<file path="src/hdl/pctd_pkg.sv">
// package: sizes, microcode step and condition codes, control word and program rom
`default_nettype none

package pctd_pkg;

	// default sizes
	localparam int VALUE_BITS_DEF = 32;
	localparam int COUNT_BITS_DEF = 16;

	// program steps
	typedef enum logic [2:0] {
		ST_IDLE,
		ST_CHECK,
		ST_LOOP,
		ST_DIV,
		ST_DIV_END,
		ST_RESULT
	} step_t;

	// jump conditions
	typedef enum logic [2:0] {
		C_NONE,
		C_ACCEPT,
		C_TRIVIAL,
		C_SQ_GT,
		C_DIV_LAST,
		C_REM_ZERO,
		C_OUT_FREE
	} cond_t;

	// one control word
	typedef struct packed {
		logic  in_rdy;       // input request may be taken
		logic  ld_val;       // load value and last, gated by the jump
		logic  set_small;    // prime flag from the 2 or 3 shortcut
		logic  prime_on_hit; // prime flag set when the jump is taken
		logic  init_div;     // restart the remainder unit
		logic  div_step;     // one restoring remainder bit
		logic  inc_d;        // next divisor and its square
		logic  wr_out;       // write result register, gated by the jump
		cond_t cond;
		step_t target;       // step when the condition holds
		step_t next;         // step otherwise
	} ctrl_t;

	// program rom
	function automatic ctrl_t ucode(input step_t s);
		ctrl_t w;
		begin
			w = '{in_rdy: 1'b0, ld_val: 1'b0, set_small: 1'b0, prime_on_hit: 1'b0,
				init_div: 1'b0, div_step: 1'b0, inc_d: 1'b0, wr_out: 1'b0,
				cond: C_NONE, target: ST_IDLE, next: ST_IDLE};
			case (s)
				ST_IDLE: begin
					w.in_rdy = 1'b1;
					w.ld_val = 1'b1;
					w.cond   = C_ACCEPT;
					w.target = ST_CHECK;
					w.next   = ST_IDLE;
				end
				ST_CHECK: begin
					w.set_small = 1'b1;
					w.cond      = C_TRIVIAL;
					w.target    = ST_RESULT;
					w.next      = ST_LOOP;
				end
				ST_LOOP: begin
					w.prime_on_hit = 1'b1;
					w.init_div     = 1'b1;
					w.cond         = C_SQ_GT;
					w.target       = ST_RESULT;
					w.next         = ST_DIV;
				end
				ST_DIV: begin
					w.div_step = 1'b1;
					w.cond     = C_DIV_LAST;
					w.target   = ST_DIV_END;
					w.next     = ST_DIV;
				end
				ST_DIV_END: begin
					w.inc_d  = 1'b1;
					w.cond   = C_REM_ZERO;
					w.target = ST_RESULT;
					w.next   = ST_LOOP;
				end
				ST_RESULT: begin
					w.wr_out = 1'b1;
					w.cond   = C_OUT_FREE;
					w.target = ST_IDLE;
					w.next   = ST_RESULT;
				end
				default: begin
					w.next = ST_IDLE;
				end
			endcase
			return w;
		end
	endfunction

endpackage

`default_nettype wire

</file>
<file path="src/hdl/prime_counter_trial_division.sv">
// top level: microcoded trial division primality test with per-sequence prime count
//
// input stream s_*: one signed value per request in s_tdata, s_tlast marks the
// final value of a sequence. output stream m_*: one result per input request,
// prime flag and running prime count in m_tdata, m_tlast copies the input last.
// the count saturates at all ones and clears after the result of a last request.
// values below 2, 2 and 3 skip the loop: the check step passes them straight to the
// result step. other values run a loop per trial divisor (loop test, one restoring
// remainder bit per cycle, remainder check), for divisors 2 up to floor(sqrt(value)),
// ending at the first divisor that leaves remainder zero; one bit-serial remainder
// unit serves every divisor. a 32-bit prime near the top runs divisors up to 46340.
// one value is processed at a time; s_tready is high only while the sequencer
// waits in its idle step, which it reaches once the result sits in the output
// register, so the next value can start while that result is still waiting.
// if m_tready stays low the result holds and the sequencer waits at its result
// step with the next finished result. reset clears the step counter, the count
// and the output valid.
`default_nettype none

module prime_counter_trial_division
	import pctd_pkg::*;
#(
	parameter int VALUE_BITS = VALUE_BITS_DEF,
	parameter int COUNT_BITS = COUNT_BITS_DEF
) (
	input  wire logic                                 clk,
	input  wire logic                                 arst_n,
	input  wire logic                                 s_tvalid,
	output logic                                      s_tready,
	input  wire logic [((VALUE_BITS + 7) / 8) * 8 - 1:0] s_tdata,  // value
	input  wire logic                                 s_tlast,  // last
	output logic                                      m_tvalid,
	input  wire logic                                 m_tready,
	output logic [((COUNT_BITS + 8) / 8) * 8 - 1:0]   m_tdata,  // prime flag, prime_count
	output logic                                      m_tlast   // done_res
);

	localparam int OUT_W = ((COUNT_BITS + 8) / 8) * 8;
	localparam int BIT_W = (VALUE_BITS > 1) ? $clog2(VALUE_BITS) : 1;
	localparam logic [VALUE_BITS-1:0] TWO   = VALUE_BITS'(2);
	localparam logic [VALUE_BITS-1:0] THREE = VALUE_BITS'(3);

	// sequencer and datapath registers
	step_t                  step_q;
	logic [VALUE_BITS-1:0]  val_q;
	logic                   last_q;
	logic                   prime_q;
	logic [VALUE_BITS-1:0]  d_q;
	logic [VALUE_BITS:0]    sq_q;
	logic [VALUE_BITS-1:0]  rem_q;
	logic [VALUE_BITS-1:0]  dvd_q;
	logic [BIT_W-1:0]       bit_q;
	logic [COUNT_BITS-1:0]  cnt_q;
	logic                   out_valid_q;
	logic                   out_prime_q;
	logic [COUNT_BITS-1:0]  out_cnt_q;
	logic                   out_last_q;

	ctrl_t                  ctrl;
	logic                   hit;
	step_t                  step_d;
	logic                   is_small;
	logic                   trivial;
	logic [VALUE_BITS:0]    div_tmp;
	logic                   div_ge;
	logic [COUNT_BITS-1:0]  cnt_new;

	// value classification
	always_comb begin
		is_small = (val_q == TWO) || (val_q == THREE);
		trivial  = val_q[VALUE_BITS-1] || (val_q < TWO) || is_small;
	end

	// condition select and next step
	always_comb begin
		ctrl = ucode(step_q);
		case (ctrl.cond)
			C_NONE:     hit = 1'b0;
			C_ACCEPT:   hit = s_tvalid;
			C_TRIVIAL:  hit = trivial;
			C_SQ_GT:    hit = sq_q > {1'b0, val_q};
			C_DIV_LAST: hit = (bit_q == '0);
			C_REM_ZERO: hit = (rem_q == '0);
			C_OUT_FREE: hit = !out_valid_q || m_tready;
			default:    hit = 1'b0;
		endcase
		step_d = hit ? ctrl.target : ctrl.next;
	end

	// remainder step and count update
	always_comb begin
		div_tmp = {rem_q, dvd_q[VALUE_BITS-1]};
		div_ge  = div_tmp >= {1'b0, d_q};
		cnt_new = (prime_q && (cnt_q != '1)) ? cnt_q + COUNT_BITS'(1) : cnt_q;
	end

	// step counter and control state
	always_ff @(posedge clk or negedge arst_n) begin
		if (!arst_n) begin
			step_q      <= ST_IDLE;
			cnt_q       <= '0;
			out_valid_q <= 1'b0;
		end else begin
			step_q <= step_d;
			if (ctrl.wr_out && hit) begin
				cnt_q       <= last_q ? '0 : cnt_new;
				out_valid_q <= 1'b1;
			end else if (m_tready) begin
				out_valid_q <= 1'b0;
			end
		end
	end

	// datapath
	always_ff @(posedge clk) begin
		if (ctrl.ld_val && hit) begin
			val_q  <= s_tdata[VALUE_BITS-1:0];
			last_q <= s_tlast;
		end
		if (ctrl.set_small) begin
			prime_q <= is_small;
			d_q     <= TWO;
			sq_q    <= (VALUE_BITS + 1)'(4);
		end
		if (ctrl.prime_on_hit && hit) begin
			prime_q <= 1'b1;
		end
		if (ctrl.init_div) begin
			rem_q <= '0;
			dvd_q <= val_q;
			bit_q <= BIT_W'(VALUE_BITS - 1);
		end
		if (ctrl.div_step) begin
			rem_q <= div_ge ? VALUE_BITS'(div_tmp - {1'b0, d_q}) : div_tmp[VALUE_BITS-1:0];
			dvd_q <= {dvd_q[VALUE_BITS-2:0], 1'b0};
			bit_q <= bit_q - BIT_W'(1);
		end
		if (ctrl.inc_d) begin
			d_q  <= d_q + VALUE_BITS'(1);
			sq_q <= sq_q + {d_q, 1'b1};
		end
		if (ctrl.wr_out && hit) begin
			out_prime_q <= prime_q;
			out_cnt_q   <= cnt_new;
			out_last_q  <= last_q;
		end
	end

	// ports
	assign s_tready = ctrl.in_rdy;
	assign m_tvalid = out_valid_q;
	assign m_tdata  = OUT_W'({out_cnt_q, out_prime_q});
	assign m_tlast  = out_last_q;

endmodule

`default_nettype wire

</file>
<file path="config.mk">
export PLATFORM = sky130hd
export DESIGN_NAME = prime_counter_trial_division
export DESIGN_NICKNAME = d
export VERILOG_FILES = /design/src/hdl/pctd_pkg.sv /design/src/hdl/prime_counter_trial_division.sv
export SDC_FILE = /design/constraint.sdc
export NUM_CORES = 1
export LEC_CHECK = 0
export BUFFER_PORTS_ARGS = -buffer_cell sky130_fd_sc_hd__buf_4
export CAP_MARGIN = 30
export CORE_MARGIN = 2
export CORE_UTILIZATION = 35
export CTS_CLUSTER_DIAMETER = 50
export DETAILED_ROUTE_END_ITERATION = 12
export SYNTH_ARGS = -nofsm -noshare
export SYNTH_HDL_FRONTEND = slang
export SYNTH_SLANG_ARGS = --single-unit
</file>
<file path="constraint.sdc">
create_clock -name clk -period 9.2 [get_ports clk]
set_clock_uncertainty 0.15 [all_clocks]
set_input_delay 1.84 -clock clk [delete_from_list [all_inputs] [get_ports clk]]
set_output_delay 1.84 -clock clk [all_outputs]
set_load 0.1 [all_outputs]
</file>
# Word-level counts from Yosys, hierarchy flattened

Cells that the tools add are included.
W data, S select, Z words.

Add/sub/neg operators: 5
Order comparisons: 3
Equality and inequality tests: 14
Mux-type cells: 25
Reduce and logical (&&, ||, !) cells: 17

Operators with widths:

| operator                | number |
|---|---|
| $mux W32                | 7 |
| $mux W33                | 2 |
| $eq A32 B2 Y1 const B   | 2 |
| $pmux W6 S6             | 1 |
| $add A33 B33 Y33        | 1 |
| $ge A33 B32 Y1          | 1 |
| $gt A33 B32 Y1          | 1 |
| $add A32 B1 Y32 const B | 1 |
| $logic_not A32 Y1       | 1 |
| $lt A32 B2 Y1 const B   | 1 |
| $mux W16                | 2 |
| $sub A32 B32 Y32        | 1 |
| $add A16 B1 Y16 const B | 1 |
| $ne A16 B16 Y1 const B  | 1 |
| $eq A3 B3 Y1 const B    | 5 |
| $eq A3 B2 Y1 const B    | 4 |
| $mux W5                 | 2 |
| $pmux W3 S3             | 1 |
| $eq A3 B1 Y1 const B    | 2 |
| $mux W1                 | 6 |
| $pmux W1 S6             | 1 |
| $reduce_bool A2 Y1      | 3 |
| $logic_not A5 Y1        | 1 |
| $sub A5 B1 Y5 const B   | 1 |
| 7 further kinds         | 15 |

Register bits: 206
Input port bits: 37
Output and inout port bits: 27
Word-level logic and storage cells: 79

# Logic depth before layout (Yosys ltp)

Depth after elaboration: 6
Mapped depth: 14

# Least setup slack after synthesis

OpenSTA, ideal clock, no wires.

Kind: flip-flop to output port
From: register step_q[2]
To: output s_tready
Arrival time: 2.765 ns
Data required time: 7.210 ns
Slack: 4.445 ns
Cell stages (with the launch flop): 3
Cell sequence: dfrtp_1 > clkbuf_1 > nor3_1

Longest elaborated chain between the ends: 2

Ends and longest elaborated chain:

| element                | RTL line                            | RTL |
|---|---|---|
| from (decl)            | prime_counter_trial_division.sv:44  | `step_t step_q;` |
| from (signal assigned) | prime_counter_trial_division.sv:104 | `step_q <= step_d;` |
| $logic_not A3 Y1       | pctd_pkg.sv:53                      | `case (s)` |
| $mux W2                | pctd_pkg.sv:53                      |  |
| to (decl)              | prime_counter_trial_division.sv:29  | `output logic s_tready,` |

Every way passes these cells.

# Worst setup path in the final report

From: register d_q[1]
To: register rem_q[30], data pin

Longest elaborated chain between the ends: 3
Elaborated cells between the ends (all ways): 4
Classes of those cells: add/sub: 1; order compare: 1; mux: 2

Ends and longest elaborated chain:

| element                                            | RTL line                                                                | RTL |
|---|---|---|
| from (decl)                                        | prime_counter_trial_division.sv:48                                      | `logic [VALUE_BITS-1:0] d_q;` |
| from (signal assigned)                             | prime_counter_trial_division.sv:139                                     | `d_q <= d_q + VALUE_BITS'(1);` |
| $sub A32 B32 Y32 or $ge A33 B32 Y1 (tied branches) | prime_counter_trial_division.sv:134, prime_counter_trial_division.sv:93 |  |
| $mux W32 (*)                                       | prime_counter_trial_division.sv:134                                     | `rem_q <= div_ge ? VALUE_BITS'(div_tmp - {1'b0, d_q}) : div_tmp[VALUE_BITS-1:0];` |
| $mux W32 (*)                                       | prime_counter_trial_division.sv:133                                     | `if (ctrl.div_step) begin` |
| to (signal assigned)                               | prime_counter_trial_division.sv:134                                     |  |
| to (decl)                                          | prime_counter_trial_division.sv:50                                      | `logic [VALUE_BITS-1:0] rem_q;` |

Mark *: on every way between the ends. The rest lies on a longest branch, timed or not.
A chain may end at the register's enable or synchronous reset.

==> results.rst <==
.. list-table::
   :header-rows: 1

   * - Metric
     - Value
   * - Result of the run
     - complete, no violations
   * - Number of violations reported at the end of detailed-routing iteration 0
     - about 680
   * - Max Clock Freq
     - about 240 MHz
   * - Clock transition at the registers of the reported paths
     - approximately 0.060 ns
   * - RePlAce Congestion
     - ~0.86
   * - CTS hold repair buffers
     - 0
   * - Mean Syn Cell Area
     - between 10 and 15 µm²
   * - Initial standard-cell utilization of the core
     - ~35%
   * - CP Launch Point
     - d_q[1]
   * - Worst slack after detailed placement
     - 4.65 ns
   * - Cell taking the most area after synthesis
     - sky130_fd_sc_hd__edfxtp_1
   * - Cell Pwr Density
     - approximately 410 nW/µm²
   * - Tmin final
     - around 4.2 ns
   * - Proportion of power drawn by flip-flops and latches
     - between 20% and 30%
   * - Fin. Hold Viols
     - 0
   * - Async set-or-reset flop fraction in the synthesized netlist
     - 9.71%
   * - Crit-path cells
     - inv_1, ha_1, nor2b_1, o31ai_1, a211oi_1, or3_1, a41o_4, a21oi_2, o41ai_4, buf_4, nor2_1, a22o_1
   * - Aggregate negative setup slack
     - 0 ns
   * - Depth of the most critical reg-to-reg path
     - 12
   * - Switch share
     - 43.4%
   * - Instance area at placement
     - 13900 µm²
   * - Aggregate routed wire length
     - a little over 30000 µm
   * - Worst setup path class
     - flip-flop to flip-flop
   * - Source of the worst register-to-register timing path
     - d_q[1]
   * - Count of state elements after synthesis
     - 206
   * - Share of the yosys chip area belonging to registers
     - approximately 47%
   * - Crit path launch type
     - flip-flop
   * - Combined area of all synthesized cells
     - 13000 µm²
   * - Htree depth
     - 1
   * - Area added between synthesis and finish
     - 14.3%
   * - Worst-case register-to-register setup slack
     - roughly 5 ns
   * - Portion of synthesized cell area occupied by the leading cell type
     - a little over two fifths
   * - Via count of the first global-routing pass
     - ~9500
   * - Final-layout worst hold slack
     - between 0.3 and 0.4 ns
   * - Pint
     - about 3.4 mW
   * - Combinational group share of total power
     - between 50% and 60%
   * - Worst setup path endpoint
     - rem_q[30]
   * - Post-layout total power
     - roughly 6.1 mW
   * - Crit-path slowest cell
     - sky130_fd_sc_hd__o41ai_4
   * - Max-Slew Margin vs Limit
     - 36.2%
   * - Finished layout cell area
     - around 15000 µm²
   * - Capturing point of the worst reg2reg path
     - rem_q[30]
   * - Worst-path maximum fanout
     - 21
   * - Required time at the endpoint of the critical path
     - 9.33 ns
   * - Vias post-DR
     - between 9000 and 10000
   * - Remaining global-route overflow
     - 0
   * - Share of post-route cells with drive strength above 1
     - between 10% and 20%
   * - Overall die area
     - between 30000 and 40000 µm²
   * - DRC viols
     - 0
   * - Area of the core
     - 36600 µm²
   * - Post-cts gate resize count
     - 0
   * - RSZ-0062 raised after global routing
     - false
   * - Number of antenna violations at the first check in global routing
     - 0
   * - Yosys Warn Count
     - 0
   * - Setup violators final
     - 0
   * - Clock sink count
     - 206
   * - Final period util
     - 46.2%
   * - Number of enable flip-flop cells after synthesis
     - about 180
   * - Switch Pwr
     - 2.64 mW
   * - Number of pins exceeding their max-slew limit in the final report
     - 0
   * - # diodes
     - 0
   * - Buffers inserted by post-CTS timing repair
     - 0
   * - Count of input and output buffers
     - 56
   * - CTS tree
     - built
   * - Synth area leaders
     - sky130_fd_sc_hd__edfxtp_1, sky130_fd_sc_hd__ha_1, sky130_fd_sc_hd__xnor2_1
   * - Root buf cell
     - sky130_fd_sc_hd__clkbuf_16
   * - Post-Syn Instances
     - roughly 1300
   * - Total routing usage reported by global routing
     - between 15 and 20%
   * - Post-detailed-placement half-perimeter wirelength
     - 22300 µm
   * - Commonest non-fill, non-tap cell in the layout
     - sky130_fd_sc_hd__edfxtp_1
   * - Category of the worst setup path capture point
     - flip-flop
   * - Ratio of routed vias to standard cells
     - roughly 5.3
   * - Worst hold path type
     - flip-flop to flip-flop
   * - Data arrival at the endpoint of the critical path
     - 4.37 ns
   * - Global-route wire length before repair
     - between 40000 and 50000 µm
   * - NumNets Final
     - approximately 1500
   * - Flip-flop cell with the highest count after synthesis
     - sky130_fd_sc_hd__edfxtp_1
   * - Clock network power share
     - a little under a fifth
   * - Routed Antenna Nets
     - 0
   * - Die height
     - roughly 200 µm
   * - Distinct cells, synth
     - just under 80
   * - Insertion delay to the later sink of the worst-skew pair
     - about 0.53 ns
   * - Top library cells by usage in the layout, fill and taps aside
     - sky130_fd_sc_hd__edfxtp_1, sky130_fd_sc_hd__nor2_1, sky130_fd_sc_hd__ha_1, sky130_fd_sc_hd__inv_1, sky130_fd_sc_hd__nand2_1
   * - Delay of the slowest cell on the worst path
     - 0.79 ns
   * - Pin count of the biggest net entering global routing
     - 70
   * - Least-Margin Pin Slew
     - 0.955 ns
   * - Wire length per cell
     - roughly 17 µm
   * - Cell Rows
     - 70
   * - Clock buffer count from CTS
     - 27
   * - Final worst setup slack
     - a little under 5 ns
   * - Static power due to leakage
     - a little over 6 nW
   * - Number of buffers on the longest clock path
     - 3
   * - Total I/O pin count
     - 64
   * - First-pass iteration count of the detailed router
     - 5
   * - Cells on Worst Hold Path
     - 2
   * - Max IR drop VDD
     - 0.177 mV
   * - Count of max-cap constraint violations
     - 0
   * - Die Span X
     - around 200 µm
[per-stage QoR]
stage | instances | util [%]
floorplan | 1273 | -
global placement | 1760 | 37.8
detailed placement | 1761 | 37.8
CTS | 1810 | 40.4
global route | 1812 | 40.5
finish | 1812 | 40.5
[final cells by class]
cell class / instances / area [µm²]
timing repair buffer: 67 / 541
clock buffer: 33 / 739
clock inverter: 16 / 214
tap: 468 / 586
fill: 3514 / 21800
inverter: 94 / 353
multi-input combinational: 928 / 6340
sequential: 206 / 6070
[worst min path at each step]
stage	start	endpoint	slack (ns)
after floorplan	dvd_q[0]	dvd_q[0]	0.27
after global placement	dvd_q[0]	dvd_q[0]	0.29
after detailed placement	dvd_q[0]	dvd_q[0]	0.31
after CTS	dvd_q[0]	dvd_q[0]	0.32
after global routing	dvd_q[0]	dvd_q[0]	0.36
final	dvd_q[0]	dvd_q[0]	0.32
[state kept, by name (all words and copies together) (netlist names)]
register and cells:
cnt_q 16, dvd_q 32, prime_q 1, step_q 3
out_cnt_q 16, out_prime_q 1, val_q 32, m_tlast 1
bit_q 5, rem_q 32, sq_q 33, d_q 32
m_tvalid 1, last_q 1
[per-layer routing]
metal  vias to the layer above  wire, µm  track usage [%]  share of wire [%]
met2                       207     14000             26.2                 46
met1                      4595     14400             21.8                 47
met3                        45      1560             2.72                5.1
met4                         0       655             3.84                2.1
li1                       4722         -                -                  -
met5                         -         0                0                  0
[power by group through the flow]
| stage | logic [mW] | clock network [mW] | registers [mW] |
|---|---|---|---|
| 2_1_floorplan | 2.46 | 0 | 1.80 |
| 3_3_place_gp | 3.15 | 0 | 1.76 |
| 3_5_place_dp | 3.18 | 0 | 1.76 |
| 4_1_cts | 3.21 | 1.13 | 1.75 |
| 5_1_grt | 3.61 | 1.17 | 1.78 |
| 6_report | 3.23 | 1.11 | 1.74 |
[worst max-delay path, delay by kind of cell (launching register included)]
family	cells	cell delay [ns]
AOI/OAI and AO/OA	6	1.83
adders and majority gates	1	0.30
buffers and inverters	2	0.55
DFF	1	0.46
and+or+nand+nor	3	0.70
[cell families (layout without fill, tap and decap cells)]
kind of cell    count (synthesis)  in the layout  synth area share (%)
simple gates                  414            414                  14.9
flops                         206            206                  46.7
fa+ha+maj                     100            100                  9.75
mux                            48             48                  3.70
other cells                     1              7                0.0289
buf+inv                       139            210                  4.81
compound gates                259            259                  13.4
xor+xnor                      100            100                  6.75
[synthesized netlist by cell type (all sizes together), types with 3 or more instances]
library cell,instances
edfxtp,184
nor2,158
ha,98
inv,94
nand2,93
a21oi,75
xnor2,74
mux2i,48
o21ai,44
a21o,35
nand3,35
clkbuf,28
nor4,26
xor2,26
nand4,21
dfrtp,20
nor3,20
buf,16
o21bai,13
a22o,12
o22ai,11
nand2b,10
o21a,10
or3,10
and2,9
and3,9
or2,9
a211oi,8
a31oi,8
nor2b,8
o31ai,7
o41ai,5
a211o,4
a31o,4
a311oi,3
o211ai,3
(Power assumes the default switching activity.)
